--- config.mk ---
export PLATFORM = sky130hd
export DESIGN_NAME = olws_cell
export DESIGN_NICKNAME = d
export VERILOG_FILES = /design/src/assert_macros.svh /design/src/olws_pkg.sv /design/src/olws_cell.sv
export SDC_FILE = /design/constraint.sdc
export NUM_CORES = 1
export LEC_CHECK = 0
export ABC_AREA = 1
export BUFFER_PORTS_ARGS = -buffer_cell sky130_fd_sc_hd__buf_2
export CORE_MARGIN = 2
export CORE_UTILIZATION = 25
export CTS_BUF_LIST = sky130_fd_sc_hd__clkbuf_16
export DETAILED_ROUTE_END_ITERATION = 8
export SLEW_MARGIN = 20
export SYNTH_ARGS = -nofsm -noshare
export SYNTH_HDL_FRONTEND = slang
export SYNTH_SLANG_ARGS = --single-unit
--- constraint.sdc ---
create_clock -name i_clk -period 3.4 [get_ports i_clk]
set_input_delay 0.17 -clock i_clk [delete_from_list [all_inputs] [get_ports i_clk]]
set_output_delay 0.17 -clock i_clk [all_outputs]
set_load 0.1 [all_outputs]
--- src/assert_macros.svh ---
// ---------------------------------------------------------------------------
// Assertion helpers shared by the RTL
// Clocked property checks, all disabled while reset is held.
// ---------------------------------------------------------------------------
`ifndef ASSERT_MACROS_SVH
`define ASSERT_MACROS_SVH

// Check a property on every rising clock edge outside reset.
`define OLWS_ASSERT(lbl, prop, msg) \
    lbl: assert property (@(posedge i_clk) disable iff (!i_rst_n) (prop)) else $error(msg);

// Check that a condition in one cycle implies another condition in the next cycle.
`define OLWS_ASSERT_NEXT(lbl, pre, post, msg) \
    lbl: assert property (@(posedge i_clk) disable iff (!i_rst_n) (pre) |=> (post)) \
        else $error(msg);

`endif

--- src/olws_pkg.sv ---
// ---------------------------------------------------------------------------
// olws_pkg
// Request and result types, request and status codes, cell control.
// ---------------------------------------------------------------------------
package olws_pkg;

    localparam logic [1:0] REQ_INS_FRONT = 2'd0;
    localparam logic [1:0] REQ_INS_END   = 2'd1;
    localparam logic [1:0] REQ_LIST      = 2'd2;
    localparam logic [1:0] REQ_SEARCH    = 2'd3;

    localparam logic [2:0] STS_INSERTED  = 3'd0;
    localparam logic [2:0] STS_FULL      = 3'd1;
    localparam logic [2:0] STS_EMPTY     = 3'd2;
    localparam logic [2:0] STS_FOUND     = 3'd3;
    localparam logic [2:0] STS_NOT_FOUND = 3'd4;
    localparam logic [2:0] STS_ELEMENT   = 3'd5;

    localparam logic [1:0] CELL_HOLD   = 2'd0;
    localparam logic [1:0] CELL_SHIFT  = 2'd1;
    localparam logic [1:0] CELL_APPEND = 2'd2;
    localparam logic [1:0] CELL_ROTATE = 2'd3;

    typedef struct packed {
        logic [1:0]         req_type;
        logic signed [31:0] value;
    } t_in_item;

    typedef struct packed {
        logic [2:0]         status;
        logic signed [31:0] element;
        logic [6:0]         position;
        logic               last;
    } t_out_item;

    typedef struct packed {
        logic [1:0]         op;
        logic signed [31:0] value;
    } t_cell_ctl;

endpackage

--- src/olws_cell.sv ---
// ---------------------------------------------------------------------------
// olws_cell
// One list element. Shifts toward the tail on a front insert, loads on an
// append at its own position, and rotates toward the head during a walk.
// ---------------------------------------------------------------------------
module olws_cell #(
    parameter int INDEX = 0,
    parameter int CW    = 7
) (
    input  logic                      i_clk,
    input  olws_pkg::t_cell_ctl       i_ctl,
    input  logic [CW-1:0]             i_count,
    input  logic signed [31:0]        i_prev,
    input  logic signed [31:0]        i_next,
    input  logic signed [31:0]        i_head,
    output logic signed [31:0]        o_data
);
    import olws_pkg::*;

    logic signed [31:0] r_data;
    logic signed [31:0] n_data;
    logic               w_at_count;
    logic               w_at_tail;

    assign w_at_count = (i_count == CW'(INDEX));
    assign w_at_tail  = (i_count == CW'(INDEX + 1));

    always_comb begin
        n_data = r_data;
        unique case (i_ctl.op)
            CELL_HOLD:   n_data = r_data;
            CELL_SHIFT:  n_data = i_prev;
            CELL_APPEND: if (w_at_count) n_data = i_ctl.value;
            // the tail cell closes the ring by taking the head
            CELL_ROTATE: n_data = w_at_tail ? i_head : i_next;
            default:     n_data = r_data;
        endcase
    end

    always_ff @(posedge i_clk) begin
        r_data <= n_data;
    end

    assign o_data = r_data;

endmodule

### Word-level counts from Yosys, hierarchy flattened

Index checks and enable logic that the tools add are counted.

* register bits after elaboration: 32
* output and inout bits: 32
* word-level logic and storage cells: 13

* equal/unequal tests: 5
* mux-type cells: 3
* bitwise logic cells: 1
* reductions and logical operators: 3

Operator list (number)
* $pmux 32 s3: 1
* $mux 32: 2
* $eq 7x1->1 const B: 1
* $logic_not 7->1: 1
* $eq 2x2->1 const B: 2
* $eq 2x1->1 const B: 1
* $logic_not 2->1: 1
* $ne 2x2->1 const B: 1
* $reduce_and 2->1: 1
* $not 1->1: 1

### Logic depth before layout (Yosys ltp)

Gate-level depths: netlist (run 1).

* word-level depth: 3
* gate-level depth with buffers: 8
* mapped depth without buffers: 7

### Worst setup path before layout (run 1)

Ideal clock, no wire load.

* kind: in2reg
* start point: input i_count[4]
* end point: register r_data[0], in the netlist o_data[0] (enable)
* library setup time: 0.389 ns
* arrival time: 1.409 ns
* data required time: 3.011 ns
* setup slack: 1.602 ns
* stages: 6
* buffers on the path: 1
* path through: inv_1 > nand2_1 > nor2_4 > buf_4 > nand4_1 > nand2_1

* word-level cells in the longest chain between the ends: 3

RTL lines
* start: declaration: RTL line olws_cell.sv:12 `input logic [CW-1:0] i_count,`
* $logic_not 7->1: RTL line olws_cell.sv:25 `assign w_at_count = (i_count == CW'(INDEX));`
* $ne 2x2->1 (no source line)
* $reduce_and 2->1 (no source line)
* end signal: assignment: RTL line olws_cell.sv:41 `r_data <= n_data;`
* end: declaration: RTL line olws_cell.sv:20 `logic signed [31:0] r_data;`

No other way between the ends.
A chain may end at the register's enable or synchronous reset.

### Worst setup path in the final report (run 1)

* start point: input i_ctl[33] (netlist bit)
* end point: register r_data[0], in the netlist o_data[0] (enable)

* word-level cells in the longest chain between the ends: 3

RTL lines
* start: declaration: RTL line olws_cell.sv:11 `input olws_pkg::t_cell_ctl i_ctl,`
* $eq 2x2->1 / $logic_not 2->1 (equally long branches): RTL line olws_cell.sv:30 `unique case (i_ctl.op)`
* $ne 2x2->1 (no source line) / $not 1->1 (equally long branches)
* $reduce_and 2->1 (no source line) *

Mark *: on every way between the ends. The rest lies on a longest branch, timed or not.

==> results of run 1 <==
worst max-delay path: cells and delay by family:
kind / cells / cell delay [ns]
buf+inv: 3 / 1.12
simple gates: 2 / 0.22
worst max-delay path by stage:
stage	start	endpoint	slack, ns	depth (start not counted)
floorplan	i_count[4]	o_data[0]	1.60	6
detailed placement	i_ctl[33]	o_data[31]	1.47	5
finish	i_ctl[33]	o_data[0]	1.78	5
global route	i_ctl[33]	o_data[2]	1.63	5
global placement	i_ctl[33]	o_data[20]	1.50	5
CTS	i_ctl[33]	o_data[31]	1.76	5
layer usage:
| layer | global-route usage (%) | vias to the layer above | wire length [um] |
|---|---|---|---|
| met2 | 26.22 | 95 | 3858 |
| met5 | 0 | - | 0 |
| met3 | 2.783 | 10 | 480 |
| met1 | 14.77 | 1247 | 3143 |
| li1 | - | 1495 | - |
| met4 | 4.286 | 0 | 128 |
power groups by stage:
stage	Combinational (W)	Sequential (W)	Clock (W)
after detailed placement	0.000541	0.000501	0
after global placement	0.000538	0.000500	0
after floorplan	0.000117	0.000786	0
final	0.000538	0.000492	0.000411
after global routing	0.000575	0.000496	0.000450
after CTS	0.000542	0.000493	0.000433
layout make-up:
cell class              instances  area share, %
repair buffers                173          24.30
multi-input cells             202          26.55
well taps                     136          4.721
flip-flops and latches         32          26.66
clock buffers                   5          3.471
clock inverters                 2         0.2430
inverters                     135          14.06
metrics by stage:
step / util (%) / setup WS [ns]
global placement: 34.23 / 1.497
floorplan: - / 1.602
CTS: 35.55 / 1.759
global route: 35.55 / 1.634
detailed placement: 34.23 / 1.465
finish: 35.55 / 1.784
logic make-up (layout without fill, tap and decap cells):
logic type / after synthesis / in the layout
DFF: 32 / 32
AOI/OAI and AO/OA: 32 / 32
and+or+nand+nor: 170 / 170
buffers and inverters: 157 / 315
cell usage after synthesis (all sizes together):
library cell	count	area (sq um)
nand3	96	480.5
nand4	1	6.260
nand2	70	275.3
inv	135	506.7
buf	19	136.4
clkbuf	3	11.26
nor2	3	35.03
edfxtp	32	960.9
o21ai	32	160.2
==> summary.json, run 1 <==
{
  "dr_total_vias": {"value": 2847},
  "number_of_antenna_violations_at_the_first_check_in_global_routing": {"value": 0},
  "numPlacedInstances": {"value": 678},
  "critPathLaunchType": {"value": "input pin"},
  "core-area": {"value": 10140, "unit": "sq um"},
  "min-delay-path-class": {"value": "in -> reg"},
  "cts-root-to-sink-buffers": {"value": 2},
  "largest_register_ffs": {"value": 32},
  "detail_route.wirelength": {"value": 7.610, "unit": "mm"},
  "power.sequential.fraction": {"value": 34.2, "unit": "%"},
  "pwr_density_cell": {"value": 399.8, "unit": "nW/um^2"},
  "cp_slowest_stage_delay": {"value": 0.42, "unit": "ns"},
  "net-switching-power": {"value": 0.0005726, "unit": "W"},
  "total_negative_slack_for_setup_checks": {"value": 0, "unit": "ns"},
  "detail_route.wl_per_cell": {"value": 11.11, "unit": "um"},
  "cts.repair_timing.setup_buffer_count": {"value": 0},
  "post_cts_hold_buffer_count": {"value": 0},
  "maxClockFrequency": {"value": 0.6190, "unit": "GHz"},
  "combPwrFrac": {"value": 37.3, "unit": "%"},
  "critical_path_required": {"value": 3.32, "unit": "ns"},
  "finish.net_count": {"value": 687},
  "hold-path-cell-count": {"value": 5},
  "area_delta_synth_final": {"value": 40.13, "unit": "%"},
  "ff_latch_area": {"value": 960.9, "unit": "sq um"},
  "p_leak": {"value": 2.187, "unit": "nW"},
  "netlist_instances": {"value": 391},
  "synth_top_family_by_area": {"value": "simple AND/OR/NAND/NOR gates"},
  "grt_pass1_wl": {"value": 12.21, "unit": "mm"},
  "finalWeightedCongestion": {"value": 0.8233},
  "post-route-drc-count": {"value": 0},
  "cts_tree": {"value": "yes"},
  "swShare": {"value": 39.72, "unit": "%"},
  "timing.hold.worst_endpoint": {"value": "o_data[31]"},
  "slew_headroom": {"value": 29.96, "unit": "%"},
  "synth_sequential_area_ratio": {"value": 37.35, "unit": "%"},
  "final-max-slew-violation-count": {"value": 0},
  "worst_ir_drop_vdd": {"value": 0.1640, "unit": "mV"},
  "critPathCaptureType": {"value": "flip-flop"},
  "mostFrequentLayoutCells": {"value": "buf_2 (169), inv_1 (135), nand3_1 (96), nand2_1 (67)"},
  "start_util": {"value": 25.37, "unit": "%"},
  "final.hold.worst_slack": {"value": 0.2650, "unit": "ns"},
  "numCtsBuffers": {"value": 5},
  "cp_cell_sequence": {"value": "buf_2 -> buf_4 -> nand4_1 -> nand2_1 -> buf_4"},
  "layoutNonFillerInstCount": {"value": 685},
  "min_period_over_period": {"value": 47.52, "unit": "%"},
  "finalSetupViolCount": {"value": 0},
  "syn-mean-instance-area": {"value": 6.579, "unit": "sq um"},
  "hold_start": {"value": "i_next[31]"},
  "timing.setup.critical_path_class": {"value": "in -> reg"},
  "ys_seq_elements": {"value": 32},
  "die_y": {"value": 105.4, "unit": "um"},
  "portBuffers": {"value": 169},
  "numClockSinks": {"value": 32},
  "die_w": {"value": 105.4, "unit": "um"},
  "yosys_warnings": {"value": 0},
  "syn-cell-area": {"value": 2572, "unit": "sq um"},
  "drt-vias-per-instance": {"value": 4.156},
  "synth.mux.area_fraction": {"value": 0, "unit": "%"},
  "clockPowerShare": {"value": 28.5, "unit": "%"},
  "p_int": {"value": 0.0008687, "unit": "W"},
  "top_level_ports": {"value": 170},
  "grt_max_degree": {"value": 43},
  "final_count_of_hold_timing_violations": {"value": 0},
  "layout.filler_cells": {"value": 1090},
  "layout_cells_sized_above_1": {"value": 33.70, "unit": "%"},
  "most_frequent_standard_cell_in_the_layout_excluding_fill_and_tap_cells": {"value": "buf_2"},
  "minimum_clock_period": {"value": 1.616, "unit": "ns"},
  "max_slew.worst_pin.slew": {"value": 1.049, "unit": "ns"},
  "maximum_capacitance_violations": {"value": 0},
  "num_rows": {"value": 37},
  "critical_path_arrival": {"value": 1.54, "unit": "ns"},
  "grt_pass1_vias": {"value": 2807},
  "area_of_the_multi_input_gates": {"value": 957.2, "unit": "sq um"},
  "post-layout-total-power": {"value": 0.001441, "unit": "W"},
  "crit_path_max_fanout": {"value": 42},
  "overflow": {"value": 0},
  "dpl_cell_area": {"value": 3471, "unit": "sq um"},
  "routed_antenna_nets": {"value": 0},
  "drt_first_pass_iters": {"value": 4},
  "status": {"value": "finished, final reports clean"},
  "yosys.area_share.simple": {"value": 30.98, "unit": "%"},
  "clkTransAtPathRegs": {"value": 0.05, "unit": "ns"},
  "post_cts_resized": {"value": 0},
  "yosys.cell_types.count": {"value": 16},
  "yosys.area_share.xor_xnor": {"value": 0, "unit": "%"},
  "cts.htree.levels": {"value": 2},
  "critical-path-top-cell-by-count": {"value": "buf_4"},
  "track_usage": {"value": 13.64, "unit": "%"},
  "area_fraction_in_compound_gates_after_synthesis": {"value": 6.226, "unit": "%"},
  "die_area": {"value": 11120, "unit": "sq um"},
  "detailed_place_hpwl": {"value": 5.834, "unit": "mm"},
  "final_cell_area": {"value": 3605, "unit": "sq um"},
  "cp_slowest_cell": {"value": "buf_4"},
  "syn-num-nets": {"value": 529},
  "cts_root_buffer": {"value": "clkbuf_16"},
  "antenna_cells_inserted": {"value": 0},
  "drt_first_iter_violations": {"value": 103},
  "synth_adder_area_share": {"value": 0, "unit": "%"},
  "grt_setup_unrepaired": {"value": "false"}
}
(Power assumes the default switching activity.)
==> run 2, diff against run 1 <==
Clock period 3.4 ns to 1.35 ns, I/O delays scaled along.
==> run 2 against run 1 <==
First-iteration DRC count grew 21%. Wire length is 3.4% higher. Sequential power rose to 2.5 times the previous value. Critical path depth shrank 4. Critical path type is now reg -> out. Critical endpoint is now o_data[15].
==> summary.json, run 2 (synthesis results as in run 1) <==
{
  "status": {"value": "finished, final reports clean"},
  "post_cts_hold_buffer_count": {"value": 0, "change": "unchanged"},
  "maxClockFrequency": {"value": 0.8958, "unit": "GHz"},
  "mostFrequentLayoutCells": {"value": "buf_2 (169), inv_1 (134), nand3_1 (96), nand2_1 (66)"},
  "critPathLaunchType": {"value": "flip-flop"},
  "critPathCaptureType": {"value": "primary output"},
  "slew_headroom": {"value": 66.06, "unit": "%", "change": "+36 points"},
  "die_area": {"value": 11120, "unit": "sq um", "change": "unchanged"},
  "most_frequent_standard_cell_in_the_layout_excluding_fill_and_tap_cells": {"value": "buf_2"},
  "cts_tree": {"value": "yes"},
  "crit_path_max_fanout": {"value": 1, "change": "-98%"},
  "core-area": {"value": 10140, "unit": "sq um", "change": "unchanged"},
  "detailed_place_hpwl": {"value": 6.083, "unit": "mm", "change": "+4.3%"},
  "post_cts_resized": {"value": 0, "change": "unchanged"},
  "die_w": {"value": 105.4, "unit": "um", "change": "unchanged"},
  "cp_slowest_cell": {"value": "buf_2"},
  "num_rows": {"value": 37, "change": "unchanged"},
  "minimum_clock_period": {"value": 1.116, "unit": "ns"},
  "final-max-slew-violation-count": {"value": 0, "change": "unchanged"},
  "numCtsBuffers": {"value": 5, "change": "unchanged"},
  "final_util": {"value": 37.17, "unit": "%", "change": "+1.6 points"},
  "grt_pass1_vias": {"value": 2761, "change": "-1.6%"},
  "numClockSinks": {"value": 32, "change": "unchanged"},
  "max_slew.worst_pin.slew": {"value": 0.5126, "unit": "ns", "change": "-0.5368 ns"},
  "critical_path_arrival": {"value": 1.05, "unit": "ns", "change": "-0.49 ns"},
  "dr_total_vias": {"value": 2909, "change": "+2.2%"},
  "critical_path_required": {"value": 1.28, "unit": "ns", "change": "-2.04 ns"},
  "finalWeightedCongestion": {"value": 0.7969, "change": "-3.2%"},
  "grt_max_degree": {"value": 39, "change": "-9.3%"},
  "portBuffers": {"value": 169, "change": "unchanged"},
  "pwr_density_cell": {"value": 1039, "unit": "nW/um^2", "change": "+160%"},
  "detail_route.wl_per_cell": {"value": 11.34, "unit": "um", "change": "+2.1%"},
  "min_period_over_period": {"value": 82.69, "unit": "%"},
  "grt_setup_unrepaired": {"value": "false"},
  "start_util": {"value": 25.37, "unit": "%", "change": "unchanged"},
  "cp_slowest_stage_delay": {"value": 0.44, "unit": "ns", "change": "+0.02 ns"},
  "cts-root-to-sink-buffers": {"value": 2, "change": "unchanged"},
  "finish.net_count": {"value": 695, "change": "+1.2%"},
  "use_met1": {"value": 16.02, "unit": "%", "change": "+1.2 points"},
  "layout_cells_sized_above_1": {"value": 35.13, "unit": "%", "change": "+1.4 points"},
  "crit_buf_inv": {"value": 1, "change": "-2"},
  "finalSetupViolCount": {"value": 0, "change": "unchanged"},
  "layout.filler_cells": {"value": 1098, "change": "+0.73%"},
  "worst_ir_drop_vdd": {"value": 0.4591, "unit": "mV", "change": "+180%"},
  "cts.htree.levels": {"value": 2, "change": "unchanged"},
  "top_level_ports": {"value": 170, "change": "unchanged"},
  "grt_pass1_wl": {"value": 12.23, "unit": "mm", "change": "+0.22%"},
  "min-delay-path-class": {"value": "in -> reg"},
  "area_delta_synth_final": {"value": 46.50, "unit": "%"},
  "clkTransAtPathRegs": {"value": 0.06, "unit": "ns", "change": "about the same"},
  "antenna_cells_inserted": {"value": 0, "change": "unchanged"},
  "largest_register_ffs": {"value": 32, "change": "unchanged"},
  "maximum_capacitance_violations": {"value": 0, "change": "unchanged"},
  "timing.setup.critical_path_class": {"value": "reg -> out"},
  "worst_path_dominant_cell_family": {"value": "buffers and inverters"},
  "post-layout-total-power": {"value": 0.003917, "unit": "W", "change": "+170%"},
  "detail_route.wirelength": {"value": 7.870, "unit": "mm", "change": "+3.4%"},
  "drt_first_iter_violations": {"value": 125, "change": "+21%"},
  "p_leak": {"value": 2.257, "unit": "nW", "change": "+3.2%"},
  "grt_most_used_layer": {"value": "met2"},
  "overflow": {"value": 0, "change": "unchanged"},
  "number_of_antenna_violations_at_the_first_check_in_global_routing": {"value": 0, "change": "unchanged"},
  "drt-vias-per-instance": {"value": 4.192, "change": "+0.85%"},
  "cts.repair_timing.setup_buffer_count": {"value": 0, "change": "unchanged"},
  "die_y": {"value": 105.4, "unit": "um", "change": "unchanged"},
  "final_count_of_hold_timing_violations": {"value": 0, "change": "unchanged"},
  "routed_antenna_nets": {"value": 0, "change": "unchanged"},
  "grt_use_met3": {"value": 3.834, "unit": "%", "change": "+1.1 points"},
  "dpl_cell_area": {"value": 3601, "unit": "sq um", "change": "+3.7%"},
  "final_cell_area": {"value": 3769, "unit": "sq um", "change": "+4.5%"},
  "use_met2": {"value": 24.33, "unit": "%", "change": "-1.9 points"},
  "track_usage": {"value": 13.66, "unit": "%", "change": "+0.019 points"},
  "drt_first_pass_iters": {"value": 4, "change": "unchanged"},
  "cp_cell_sequence": {"value": "buf_2"},
  "post-route-drc-count": {"value": 0, "change": "unchanged"},
  "total_negative_slack_for_setup_checks": {"value": 0, "unit": "ns", "change": "unchanged"},
  "cts_root_buffer": {"value": "clkbuf_16"}
}
[run 2: report_power, final]
group | total (W) | switching (W) | internal [W]
Combinational | 0.00139 | 0.00105 | 0.000340
Clock | 0.00129 | 0.000421 | 0.000866
Sequential | 0.00124 | 0.0000255 | 0.00122
[run 2: metrics by stage]
step | setup WS, ns | hold slack (ns) | std cells
after CTS | 0.2227 | 0.1519 | 694
final | 0.2337 | 0.1625 | 694
after global placement | 0.02229 | 0.4369 | 686
after detailed placement | 0.02395 | 0.4367 | 686
after global routing | 0.1893 | 0.1732 | 694
after floorplan | 0.07870 | 0.3377 | 391
[run 2: worst paths after layout]
| kind | from | endpoint | slack (ns) | depth (start not counted) |
|---|---|---|---|---|
| worst max-delay path | o_data[15] | o_data[15] | 0.23 | 1 |
| worst min-delay path | i_next[23] | o_data[23] | 0.16 | 5 |
[run 2: area by class of cell]
type                       count  area, sq um  share of cell area (%)
multi-input combinational    202        964.7                   25.60
clock inverter                 3        42.54                   1.129
clock buffer                   5        125.1                   3.320
sequential                    32        960.9                   25.50
timing repair buffer         181        998.5                   26.49
inverter                     135        506.7                   13.45
tap                          136        170.2                   4.515
[run 2: routing by layer]
metal	wire, um	share of wire [%]	vias up
met4	70	0.89	0
li1	-	-	1515
met2	3855	49	101
met3	597	7.6	4
met5	0	0	-
met1	3347	43	1289
